`src/b2r_pkg.sv`:
```
// ----------------------------------------------------------------------------
// b2r_pkg: shared types and constants for the binary to radix digit converter
// Holds the number width, digit store geometry, radix limits and the
// command and status structs between controller and datapath.
// ----------------------------------------------------------------------------
package b2r_pkg;

   // number width, 1..64
   localparam int WIDTH        = 64;
   localparam int VALUE_W      = 64;
   localparam int BIT_W        = (WIDTH > 1) ? $clog2(WIDTH) : 1;

   // digit store
   localparam int DIGIT_W      = 4;
   localparam int STORE_DEPTH  = 64;
   localparam int ADDR_W       = $clog2(STORE_DEPTH);
   localparam int CNT_W        = $clog2(STORE_DEPTH + 1);

   // radix register
   localparam int RADIX_W      = 5;
   localparam logic [RADIX_W-1:0] RADIX_RESET = 5'd10;
   localparam logic [RADIX_W-1:0] RADIX_MIN   = 5'd2;
   localparam logic [RADIX_W-1:0] RADIX_MAX   = 5'd16;

   typedef enum logic [2:0] {
      ST_IDLE,
      ST_DIVIDE,
      ST_STORE,
      ST_READ,
      ST_SHOW
   } b2r_state_type;

   // controller to datapath
   typedef struct packed {
      logic load;
      logic step;
      logic store;
      logic rd_dec;
   } b2r_cmd_type;

   // datapath to controller
   typedef struct packed {
      logic step_last;
      logic quot_zero;
      logic store_full;
      logic rd_zero;
   } b2r_status_type;

endpackage

```
`src/binary_to_radix_digits.sv`:
```
// ----------------------------------------------------------------------------
// binary_to_radix_digits: unsigned binary to radix digit converter
// Converts one number per request item into digit items, most significant
// digit first, with the final digit flagged.
// ----------------------------------------------------------------------------
// Usage:
//   req_*  : one 64-bit value per item, taken when req_valid and !req_stall.
//            Only the low WIDTH bits are converted.
//   rsp_*  : one item per digit (0..radix-1), rsp_last_digit on the final,
//            least significant digit. Zero converts to the single digit 0.
//   csr_*  : radix write (2..16; 0,1 act as 2 and 17..31 act as 16). Write
//            only while the block is idle. csr_ready is always high.
// Sequence, for a result of D digits (D <= 64):
//   Each digit takes one division pass over all WIDTH bits in the shared
//   bit-serial divider plus a store step, so conversion runs D passes
//   after the accept. Readout then does a store RAM read, then a present,
//   for each digit.
//   One number is in flight at a time; req_stall is high until the final
//   digit is taken.
// Reset puts the radix at 10 and the block idle. A stalled rsp holds its
// digit and flag until taken.
// ----------------------------------------------------------------------------
module binary_to_radix_digits (
   input  logic                                clock,
   input  logic                                reset,
   input  logic                                req_valid,
   output logic                                req_stall,
   input  logic [b2r_pkg::VALUE_W-1:0]         req_value,
   output logic                                rsp_valid,
   input  logic                                rsp_stall,
   output logic [b2r_pkg::DIGIT_W-1:0]         rsp_digit,
   output logic                                rsp_last_digit,
   input  logic                                csr_valid,
   output logic                                csr_ready,
   input  logic [b2r_pkg::RADIX_W-1:0]         csr_data
);

   b2r_pkg::b2r_cmd_type    cmd;
   b2r_pkg::b2r_status_type status;

   assign csr_ready = 1'b1;

   b2r_ctrl u_ctrl (
      .clock     (clock),
      .reset     (reset),
      .req_valid (req_valid),
      .req_stall (req_stall),
      .rsp_valid (rsp_valid),
      .rsp_stall (rsp_stall),
      .cmd       (cmd),
      .status    (status)
   );

   b2r_dpath u_dpath (
      .clock          (clock),
      .reset          (reset),
      .csr_wr         (csr_valid & csr_ready),
      .csr_data       (csr_data),
      .req_value      (req_value),
      .cmd            (cmd),
      .status         (status),
      .rsp_digit      (rsp_digit),
      .rsp_last_digit (rsp_last_digit)
   );

`ifndef SYNTHESIS
   // no new request is taken while digits are being delivered
   assert property (@(posedge clock) disable iff (reset)
      rsp_valid |-> req_stall)
      else $error("request taken during digit readout");

   // an accepted request never shows a digit in the next cycle
   assert property (@(posedge clock) disable iff (reset)
      (req_valid && !req_stall) |=> !rsp_valid)
      else $error("digit shown right after request accept");

   // after the final digit is taken, readout stops and input opens
   assert property (@(posedge clock) disable iff (reset)
      (rsp_valid && !rsp_stall && rsp_last_digit) |=> (!rsp_valid && !req_stall))
      else $error("readout continued past final digit");
`endif

endmodule

```
`src/b2r_ram.sv`:
```
// ----------------------------------------------------------------------------
// b2r_ram: generic single-write, single-read RAM
// One write port and one read port, read data registered.
// ----------------------------------------------------------------------------
module b2r_ram #(
   parameter int DATA_W = 4,
   parameter int DEPTH  = 64
) (
   input  logic                     clock,
   input  logic                     wr_en,
   input  logic [$clog2(DEPTH)-1:0] wr_addr,
   input  logic [DATA_W-1:0]        wr_data,
   input  logic [$clog2(DEPTH)-1:0] rd_addr,
   output logic [DATA_W-1:0]        rd_data
);

   logic [DATA_W-1:0] mem_ff [DEPTH];
   logic [DATA_W-1:0] rd_data_ff;

   // write port and registered read port
   always_ff @(posedge clock) begin
      if (wr_en) begin
         mem_ff[wr_addr] <= wr_data;
      end
      rd_data_ff <= mem_ff[rd_addr];
   end

   assign rd_data = rd_data_ff;

endmodule

```
`src/b2r_ctrl.sv`:
```
// ----------------------------------------------------------------------------
// b2r_ctrl: sequencer for the digit converter
// Runs the division passes, stores each digit, then reads the digits back
// most significant first and presents them one item at a time.
// ----------------------------------------------------------------------------
module b2r_ctrl (
   input  logic                    clock,
   input  logic                    reset,
   input  logic                    req_valid,
   output logic                    req_stall,
   output logic                    rsp_valid,
   input  logic                    rsp_stall,
   output b2r_pkg::b2r_cmd_type    cmd,
   input  b2r_pkg::b2r_status_type status
);

   b2r_pkg::b2r_state_type state_ff, state_in;

   // state register
   always_ff @(posedge clock) begin
      if (reset) begin
         state_ff <= b2r_pkg::ST_IDLE;
      end else begin
         state_ff <= state_in;
      end
   end

   // next state and commands
   always_comb begin
      state_in   = state_ff;
      cmd        = '0;
      req_stall  = 1'b1;
      rsp_valid  = 1'b0;
      case (state_ff)
         b2r_pkg::ST_IDLE: begin
            req_stall = 1'b0;
            if (req_valid) begin
               cmd.load = 1'b1;
               state_in = b2r_pkg::ST_DIVIDE;
            end
         end
         b2r_pkg::ST_DIVIDE: begin
            cmd.step = 1'b1;
            if (status.step_last) begin
               state_in = b2r_pkg::ST_STORE;
            end
         end
         b2r_pkg::ST_STORE: begin
            cmd.store = 1'b1;
            // another pass while the quotient is nonzero and the store has room
            if (!status.quot_zero && !status.store_full) begin
               state_in = b2r_pkg::ST_DIVIDE;
            end else begin
               state_in = b2r_pkg::ST_READ;
            end
         end
         b2r_pkg::ST_READ: begin
            state_in = b2r_pkg::ST_SHOW;
         end
         b2r_pkg::ST_SHOW: begin
            rsp_valid = 1'b1;
            if (!rsp_stall) begin
               if (status.rd_zero) begin
                  state_in = b2r_pkg::ST_IDLE;
               end else begin
                  cmd.rd_dec = 1'b1;
                  state_in   = b2r_pkg::ST_READ;
               end
            end
         end
         default: begin
            state_in = b2r_pkg::ST_IDLE;
         end
      endcase
   end

endmodule

```
`src/b2r_dpath.sv`:
```
// ----------------------------------------------------------------------------
// b2r_dpath: datapath of the digit converter
// Radix register, bit-serial restoring divider, digit store and the
// read pointer that walks the digits back out.
// ----------------------------------------------------------------------------
module b2r_dpath (
   input  logic                                clock,
   input  logic                                reset,
   input  logic                                csr_wr,
   input  logic [b2r_pkg::RADIX_W-1:0]         csr_data,
   input  logic [b2r_pkg::VALUE_W-1:0]         req_value,
   input  b2r_pkg::b2r_cmd_type                cmd,
   output b2r_pkg::b2r_status_type             status,
   output logic [b2r_pkg::DIGIT_W-1:0]         rsp_digit,
   output logic                                rsp_last_digit
);

   logic [b2r_pkg::RADIX_W-1:0] radix_ff;
   logic [b2r_pkg::RADIX_W-1:0] base;
   logic [b2r_pkg::WIDTH-1:0]   quot_ff, quot_in;
   logic [b2r_pkg::RADIX_W-1:0] rem_ff, rem_in;
   logic [b2r_pkg::BIT_W-1:0]   bit_ff, bit_in;
   logic [b2r_pkg::CNT_W-1:0]   count_ff, count_in;
   logic [b2r_pkg::ADDR_W-1:0]  rd_ptr_ff, rd_ptr_in;
   logic [b2r_pkg::RADIX_W-1:0] shifted;
   logic                        q_bit;

   // radix register
   always_ff @(posedge clock) begin
      if (reset) begin
         radix_ff <= b2r_pkg::RADIX_RESET;
      end else if (csr_wr) begin
         radix_ff <= csr_data;
      end
   end

   // clamp radix to 2..16
   always_comb begin
      if (radix_ff < b2r_pkg::RADIX_MIN) begin
         base = b2r_pkg::RADIX_MIN;
      end else if (radix_ff > b2r_pkg::RADIX_MAX) begin
         base = b2r_pkg::RADIX_MAX;
      end else begin
         base = radix_ff;
      end
   end

   // one restoring division step: shift in the top dividend bit
   assign shifted = {rem_ff[b2r_pkg::RADIX_W-2:0], quot_ff[b2r_pkg::WIDTH-1]};
   assign q_bit   = (shifted >= base);

   // divider, digit count and read pointer
   always_comb begin
      quot_in   = quot_ff;
      rem_in    = rem_ff;
      bit_in    = bit_ff;
      count_in  = count_ff;
      rd_ptr_in = rd_ptr_ff;
      if (cmd.load) begin
         quot_in  = req_value[b2r_pkg::WIDTH-1:0];
         rem_in   = '0;
         bit_in   = '0;
         count_in = '0;
      end else if (cmd.step) begin
         // quotient bits enter at the bottom as dividend bits leave the top
         quot_in = b2r_pkg::WIDTH'({quot_ff, q_bit});
         rem_in  = q_bit ? (shifted - base) : shifted;
         bit_in  = bit_ff + 1'b1;
      end else if (cmd.store) begin
         rem_in    = '0;
         bit_in    = '0;
         count_in  = count_ff + 1'b1;
         rd_ptr_in = count_ff[b2r_pkg::ADDR_W-1:0];
      end else if (cmd.rd_dec) begin
         rd_ptr_in = rd_ptr_ff - 1'b1;
      end
   end

   always_ff @(posedge clock) begin
      if (reset) begin
         quot_ff   <= '0;
         rem_ff    <= '0;
         bit_ff    <= '0;
         count_ff  <= '0;
         rd_ptr_ff <= '0;
      end else begin
         quot_ff   <= quot_in;
         rem_ff    <= rem_in;
         bit_ff    <= bit_in;
         count_ff  <= count_in;
         rd_ptr_ff <= rd_ptr_in;
      end
   end

   // digit store, least significant digit at address 0
   b2r_ram #(
      .DATA_W (b2r_pkg::DIGIT_W),
      .DEPTH  (b2r_pkg::STORE_DEPTH)
   ) u_store (
      .clock   (clock),
      .wr_en   (cmd.store),
      .wr_addr (count_ff[b2r_pkg::ADDR_W-1:0]),
      .wr_data (rem_ff[b2r_pkg::DIGIT_W-1:0]),
      .rd_addr (rd_ptr_ff),
      .rd_data (rsp_digit)
   );

   // status back to the controller
   assign status.step_last  = (bit_ff == b2r_pkg::BIT_W'(b2r_pkg::WIDTH - 1));
   assign status.quot_zero  = (quot_ff == '0);
   assign status.store_full = (count_ff == b2r_pkg::CNT_W'(b2r_pkg::STORE_DEPTH - 1));
   assign status.rd_zero    = (rd_ptr_ff == '0);

   assign rsp_last_digit = status.rd_zero;

endmodule

```
`config.mk`:
```
export PLATFORM = sky130hd
export DESIGN_NAME = binary_to_radix_digits
export DESIGN_NICKNAME = d
export VERILOG_FILES = /design/src/b2r_pkg.sv /design/src/binary_to_radix_digits.sv /design/src/b2r_ram.sv /design/src/b2r_ctrl.sv /design/src/b2r_dpath.sv
export SDC_FILE = /design/constraint.sdc
export NUM_CORES = 1
export LEC_CHECK = 0
export BUFFER_PORTS_ARGS = -buffer_cell sky130_fd_sc_hd__buf_2
export CAP_MARGIN = 20
export CORE_MARGIN = 4
export CORE_UTILIZATION = 40
export CTS_BUF_LIST = sky130_fd_sc_hd__clkbuf_4
export DETAILED_ROUTE_END_ITERATION = 16
export PLACE_DENSITY = 0.66
export SYNTH_ARGS = -nofsm -noshare
export SYNTH_HDL_FRONTEND = slang
export SYNTH_SLANG_ARGS = --single-unit
```
`constraint.sdc`:
```
create_clock -name clock -period 5.1 [get_ports clock]
set_input_delay 1.02 -clock clock [delete_from_list [all_inputs] [get_ports clock]]
set_output_delay 1.02 -clock clock [all_outputs]
set_load 0.005 [all_outputs]
```
Word level (Yosys, flattened, before mapping)
Memories as Yosys holds them, arrays and structs flattened. A register that Yosys moved wholly into a read port is not among the register bits.
Cells that the tools add are included.
{"block": "classes", "eq_ne": 9, "multipliers": 0, "reduce_logical": 13, "n_shift": 0, "n_mux": 28, "order_cmp": 3, "bitwise_logic": 2, "div_mod_pow": 0, "addsub": 4}
{"op": "$mux W64", "count": 2}
{"op": "$logic_not A64 Y1", "count": 1}
{"op": "$mux W6", "count": 4}
{"op": "$pmux W3 S5", "count": 1}
{"op": "$mux W4", "count": 3}
{"op": "$mux W1", "count": 11}
{"op": "$mux W5", "count": 2}
{"op": "$mux W3", "count": 3}
{"op": "$add A7 B1 Y7 const B", "count": 1}
{"op": "$eq A7 B6 Y1 const B", "count": 1}
{"op": "$add A6 B1 Y6 const B", "count": 1}
{"op": "$eq A3 B2 Y1 const B", "count": 2}
{"op": "$eq A6 B6 Y1 const B", "count": 1}
{"op": "$logic_not A6 Y1", "count": 1}
{"op": "$ne A2 B2 Y1 const B", "count": 3}
{"op": "$reduce_and A3 Y1", "count": 2}
{"op": "$reduce_bool A2 Y1", "count": 3}
{"op": "$sub A6 B1 Y6 const B", "count": 1}
{"op": "$ge A5 B5 Y1", "count": 1}
{"op": "$gt A5 B5 Y1 const B", "count": 1}
{"op": "$lt A5 B2 Y1 const B", "count": 1}
{"op": "$mux W2", "count": 2}
{"op": "$sub A4 B4 Y4", "count": 1}
{"op": "$eq A3 B1 Y1 const B", "count": 1}
{"op": "other kinds (7)", "count": 9}
{"block": "totals", "latchBits": 0, "register_bits": 95, "in_bits": 74, "word_cells": 67, "rom_bits": 0, "n_memories": 1, "ram_bits": 256, "output_inout_bits": 8}
{"name": "u_dpath.u_store.mem_ff", "words": 64, "word_bits": 4, "read_ports": 1, "rd_ports_with_merged_regs": 1, "write_ports": 1, "line": "b2r_ram.sv:17", "text": "logic [DATA_W-1:0] mem_ff [DEPTH];"}

Depth between registers and ports, before layout
Gate-level depths: netlist of run 1.
{"block": "logic_depth", "ltp_word": 6, "ltp_mapped": 11, "ltp_nobuf": 10}

Hierarchy
Synthesis of run 1 repeated with hierarchy kept, for this count alone.
{"block": "hier_totals", "cells_unflattened": 1114, "hier_area_um2": 15274.6}
{"module": "b2r_ram", "area_per_inst_um2": 10407.5, "cells_each": 521, "instances": 1, "seq_area_each_um2": 7767.4}
{"module": "b2r_dpath", "area_per_inst_um2": 4599.4, "cells_each": 562, "instances": 1, "seq_area_each_um2": 1841.8}
{"module": "b2r_ctrl", "area_per_inst_um2": 256.5, "cells_each": 29, "instances": 1, "seq_area_each_um2": 60.1}
{"module": "binary_to_radix_digits", "area_per_inst_um2": 11.3, "cells_each": 2, "instances": 1, "seq_area_each_um2": 0.0}

Worst setup path after synthesis of run 1
Ideal clock, no wire load.
{"block": "synth_path", "path_type": "reg-to-output", "from": "register u_dpath.rd_ptr_ff[1] in the netlist's numbering", "to": "output port rsp_last_digit", "required_ns": 4.080, "stages_incl_launch_ff": 7, "arrival_time_ns": 1.495, "setup_slack_ns": 2.585, "n_path_buf": 3, "cell_sequence": "dfxtp_1 > clkbuf_1 > clkbuf_1 > buf_2 > inv_1 > ha_1 > and3_1"}
{"block": "synth_between", "elab_chain_len": 1}
{"element": "start, declared", "line": "b2r_dpath.sv:24", "text": "logic [b2r_pkg::ADDR_W-1:0] rd_ptr_ff, rd_ptr_in;"}
{"element": "start signal, assigned", "line": "b2r_dpath.sv:91", "text": "rd_ptr_ff <= rd_ptr_in;"}
{"element": "$logic_not A6 Y1", "line": "b2r_dpath.sv:112", "text": "assign status.rd_zero = (rd_ptr_ff == '0);"}
{"element": "end, declared", "line": "binary_to_radix_digits.sv:32", "text": "output logic rsp_last_digit,"}
Every way passes these cells.

Final worst setup path of run 1
{"block": "layout_path", "from": "register u_dpath.rd_ptr_ff[0] in the netlist's numbering", "to": "output port rsp_last_digit"}
The elaborated chain is that of the path after synthesis.

==> results.cfg, run 1 <==
[status]
status = finished clean

[sta]
fmax_mhz = 276
period_needed_ns = 3.63
worstMarginPinSlew_ns = 0.963
hold_viol_final = 0
maxSlewHeadroom = 0.357
fin_crit_sh = 0.711
setup_viol = 0
drv_slew = 0
setup_tns_ns = 0
skew_ns = 0.0624
rsz0062_at_grt = false

[synth]
synth_seq_area_share = 0.665
avgSynthCellArea_um2 = 14.3
syn_nets = 1103
synth_edf_count = 256
synth_flop_cell = edfxtp_1
synth_cells = 1019
async_flop_share = 0
yosys_warnings = 0
synth_area_um2 = 14500
synth_cell_types = 54
synth-seq-cells = 355

[critical_path]
cp-end-kind = output port
cp_max_fo = 43
path_class = reg2out
cp.arrival_ns = 2.61
cp.required_ns = 4.08
worstSetupStartpointType = flop

[clocking]
clk_pin_slew_ns = 0.07
cts_max_path_buffers = 3
cts_tree = built
cts_hold_buf = 0
clock_latency_ns = 0.77
numCtsBuffers = 91
cts.sinks = 355
ctsResizeCount = 0
htree_levels = 3
root_buffer = clkbuf_4
cts_setup_buffers = 0

[floorplan]
die_x_um = 199
rows = 69
initial_core_util = 0.407
core-area_um2 = 35700
die_y_um = 199
io_pins = 82
dieArea_um2 = 39500

[cells_and_area]
area_growth_pct = 14.5
final_common_cell = edfxtp_1
fin_cells = 1669
stdcell_area_um2 = 16600
final_cell_mix = 256 x edfxtp_1, 140 x clkbuf_4, 112 x nand2_1
layout.nets = 1221
n_fill_cell = 3208
drive_gt1_frac = 0.267
postLayoutCoreUtil = 0.466

[drt]
drtIter0Drc = 643
wl_met3_um = 2360
avgRoutedWirePerCell_um = 19.8
dr_wl_met2_um = 15900
route.vias.total = 9208
viasPerCell = 5.52
ant_nets = 0
dr.max_layer_used = met5
drc = 0
first_pass_iters = 5
drt-met1-wl_um = 14000
drt_wl_total_um = 33100

[power_and_ir_drop]
total_power_w = 0.00674
vdd_drop_max_uv = 262
p_seq_frac = 0.491
power_switching_w = 0.00171
pwr-share-comb = 0.110
intPower_w = 0.00503
powerDensity_nw_per_um2 = 405
clock_power_share = 0.399
p_leak_nw = 5.53
p_sw_frac = 0.254

[place]
dpl.cell_count = 1504
place_hpwl_um = 20700
place.gp.congestion = 0.798
port_buffers = 80
place_area_um2 = 15300

[global_routing]
grt_pass1_vias = 9256
grt_pass1_wl_um = 51900
grt_remaining_overflow = 0
antenna_found_initial = 4
grt_start_max_net_pins = 68
grt_usage = 0.169

[worst_hold_path]
hold_class = reg2reg

[job]
cap_violations = 0
-- layout make-up --
type	instances	area [um^2]	share of cell area
Multi-Input combinational cell	585	4520	0.272
Clock inverter	22	248	0.0149
Clock buffer	140	1050	0.0631
Sequential cell	355	9680	0.582
Antenna cell	2	5.00	0.000301
Tap cell	461	577	0.0347
Inverter	11	41.3	0.00248
Timing Repair Buffer	93	523	0.0314
-- power groups by stage --
stage,Clock (W),Sequential [W],Combinational [W]
after global routing,0.00292,0.00333,0.000818
after floorplan,0,0.00331,0.000570
after detailed placement,0,0.00337,0.000737
final,0.00269,0.00331,0.000739
after global placement,0,0.00337,0.000724
after CTS,0.00275,0.00331,0.000739
-- cell families after synthesis --
| kind of cell | after synthesis | synth area share |
|---|---|---|
| DFF | 355 | 0.665 |
| and+or+nand+nor | 292 | 0.0873 |
| AOI/OAI and AO/OA | 185 | 0.0806 |
| muxes | 85 | 0.125 |
| buffers and inverters | 79 | 0.0256 |
| xor gates and xnor gates | 12 | 0.00723 |
| adders and majority gates | 10 | 0.00912 |
| other | 1 | 0.000258 |
-- sequential cells by signal, summed over array words and instances, names as in the netlist --
name and count:
u_dpath.quot_ff 64, u_dpath.rem_ff 4, u_ctrl.state_ff 3, u_dpath.bit_ff 6, u_dpath.count_ff 7, u_dpath.u_store.rd_data 4, u_dpath.u_store.mem_ff 256, u_dpath.rd_ptr_ff 6
u_dpath.radix_ff 5
-- synthesized netlist by cell type (all sizes together) (3+ instances only) --
library cell	instances	area (um^2)
a211oi	8	65.1
nor4	17	106
nor2b	5	31.3
or3	3	18.8
nor3	5	25.0
nand2b	3	18.8
mux4	73	1690
buf	22	158
edfxtp	256	7690
inv	11	41.3
mux2i	9	90.1
a22oi	65	488
a21oi	80	400
ha	9	113
clkbuf	46	173
and2	3	18.8
xor2	5	43.8
mux2	3	33.8
nand3b	3	22.5
a211o	3	26.3
nand3	15	75.1
o21ai	12	60.1
xnor2	7	61.3
nor2	110	420
nand2	112	420
dfxtp	99	1980
or3b	3	26.3
nand4	6	37.5
a31oi	3	18.8
-- layer usage --
| metal | vias up | global-route usage |
|---|---|---|
| li1 | 4217 | - |
| met1 | 4580 | 0.229 |
| met2 | 345 | 0.263 |
| met3 | 62 | 0.0484 |
| met4 | 4 | 0.0598 |
| met5 | - | 0 |
-- per-stage QoR --
step,hold slack [ns],setup slack (ns)
detailed placement,0.464,2.12
global route,0.472,1.19
floorplan,0.449,2.59
CTS,0.461,1.33
finish,0.473,1.47
global placement,0.458,2.17
-- worst max-delay path, stage by stage, from the launching register on --
cell and delay [ns]:
dfxtp_4 0.89, buf_4 0.37, inv_1 0.09, ha_1 0.21, and3_1 0.15, buf_2 0.14
-- final timing paths --
path / from / endpoint / slack, ns / depth (start not counted)
worst min-delay path: u_dpath.quot_ff[8] / u_dpath.quot_ff[8] / 0.47 / 2
worst max-delay path: u_dpath.rd_ptr_ff[0] / rsp_last_digit / 1.47 / 5
worst max register to register: u_dpath.rd_ptr_ff[0] / u_dpath.u_store.rd_data[3] / 2.23 / 6
worst min register to register: u_dpath.quot_ff[8] / u_dpath.quot_ff[8] / 0.47 / 2
No activity file was read; power rests on OpenSTA's default activity.
==> run 2: changes to the inputs <==
Clock period 5.1 ns to 3.6 ns, I/O delays scaled along.
==> run 2 against run 1 <==
Via count grew 0.68%. Highest routed layer is now met4. Non-clock buffer count up 5. Sequential cell count did not move.
==> results.cfg, run 2 (same netlist as run 1, synthesis figures left out) <==
[global_routing]
met2_usage = 0.263
grt_remaining_overflow = 0
top_usage_layer = met2
antenna_found_initial = 1
grt_pass1_wl_um = 52000
grt_usage = 0.168
met3_usage = 0.0493
grt_pass1_vias = 9435
grtUsageMet1 = 0.225
grt_start_max_net_pins = 80

[power_and_ir_drop]
p_sw_frac = 0.257
vdd_drop_max_uv = 349
p_seq_frac = 0.501
p_leak_nw = 5.56
pwr-share-comb = 0.114
powerDensity_nw_per_um2 = 560
total_power_w = 0.00931
clock_power_share = 0.385
intPower_w = 0.00691
power_switching_w = 0.00240

[clocking]
cts.sinks = 355
clock_latency_ns = 0.76
cts_max_path_buffers = 3
ctsResizeCount = 0
htree_levels = 3
root_buffer = clkbuf_4
cts_tree = built
cts_setup_buffers = 0
cts_hold_buf = 0
numCtsBuffers = 91
clk_pin_slew_ns = 0.06

[status]
status = finished clean

[drt]
drtIter0Drc = 815
drc = 0
first_pass_iters = 5
avgRoutedWirePerCell_um = 19.6
drt_wl_total_um = 32800
viasPerCell = 5.53
route.vias.total = 9271
ant_nets = 0

[critical_path]
cp-end-kind = output port
cp_max_fo = 31
crit_slowest_cell = dfxtp_2
max_stage_delay_ns = 0.91
cp_cell_sequence = inv_1 > ha_1 > and3_1 > buf_2
path_class = reg2out
worstSetupStartpointType = flop
cp.required_ns = 2.88
path_delay_family = flip-flops
cp.arrival_ns = 2.30
cp_num_buf_inv = 2

[cells_and_area]
reg_top3 = u_dpath.u_store.mem_ff x256, u_dpath.quot_ff x64, u_dpath.count_ff x7
largest_register = u_dpath.u_store.mem_ff
layout.nets = 1226
n_fill_cell = 3211
final_cell_mix = 256 x edfxtp_1, 140 x clkbuf_4, 112 x nand2_1
area_growth_pct = 14.2
multi_input_area_um2 = 4520
final_common_cell = edfxtp_1
area.sequential_um2 = 9680
drive_gt1_frac = 0.269
largest_reg_flops = 256

[floorplan]
rows = 69
core-area_um2 = 35700
dieArea_um2 = 39500
die_x_um = 199
die_y_um = 199
initial_core_util = 0.407
io_pins = 82

[job]
cap_violations = 0

[place]
place_hpwl_um = 20600
place.gp.congestion = 0.792
port_buffers = 80

[sta]
drv_slew = 0
period_needed_ns = 3.02
fin_crit_sh = 0.838
skew_ns = 0.0636
setup_viol = 0
maxSlewHeadroom = 0.409
hold_viol_final = 0
fmax_mhz = 331
setup_tns_ns = 0
rsz0062_at_grt = false
worstMarginPinSlew_ns = 0.887

[worst_hold_path]
hold_class = in2reg
## run 2: changes by cell type in the layout (fill, tap and decap cells not counted), sizes merged
cell,previous run,this run
bufinv,6,3
buf,93,98
clkinv,15,21
diode,2,1
## run 2: final cells by class
cell class              instances  area share
diodes                          1    0.000151
clock buffers                 140      0.0633
clock inverters                25      0.0107
inverters                      11     0.00249
multi-input cells             585       0.272
flip-flops and latches        355       0.583
well taps                     461      0.0347
repair buffers                 98      0.0337
## run 2: power by group through the flow
stage          Clock, W  Sequential (W)  Combinational, W
2_1_floorplan         0         0.00468          0.000797
3_3_place_gp          0         0.00474           0.00105
3_5_place_dp          0         0.00474           0.00107
4_1_cts         0.00368         0.00466           0.00107
5_1_grt         0.00392         0.00468           0.00118
6_report        0.00358         0.00466           0.00106
## run 2: metrics by stage
step | utilization | cells | hold WS, ns | area [um^2] | worst slack (ns)
after floorplan | - | 1019 | 0.449 | 14500 | 1.12
after global placement | 0.430 | 1510 | 0.458 | 15400 | 1.06
after detailed placement | 0.430 | 1510 | 0.463 | 15400 | 0.972
after CTS | 0.465 | 1675 | 0.138 | 16600 | 0.496
after global routing | 0.465 | 1676 | 0.167 | 16600 | 0.392
final | 0.465 | 1676 | 0.209 | 16600 | 0.583
## run 2: layer usage
| layer | vias to the layer above | wire length [um] |
|---|---|---|
| li1 | 4238 | - |
| met1 | 4627 | 14100 |
| met2 | 345 | 15500 |
| met3 | 61 | 2520 |
| met4 | 0 | 756 |
| met5 | - | 0 |
## run 2: path summary, 6_finish.rpt
path | start | slack [ns] | to | cells past startpoint
max reg2reg | u_ctrl.state_ff[2] | 0.96 | u_dpath.u_store.mem_ff[14][1] | 5
min reg2reg | u_dpath.quot_ff[8] | 0.47 | u_dpath.quot_ff[8] | 2
min | csr_data[1] | 0.21 | u_dpath.radix_ff[1] | 2
max | u_dpath.rd_ptr_ff[1] | 0.58 | rsp_last_digit | 4
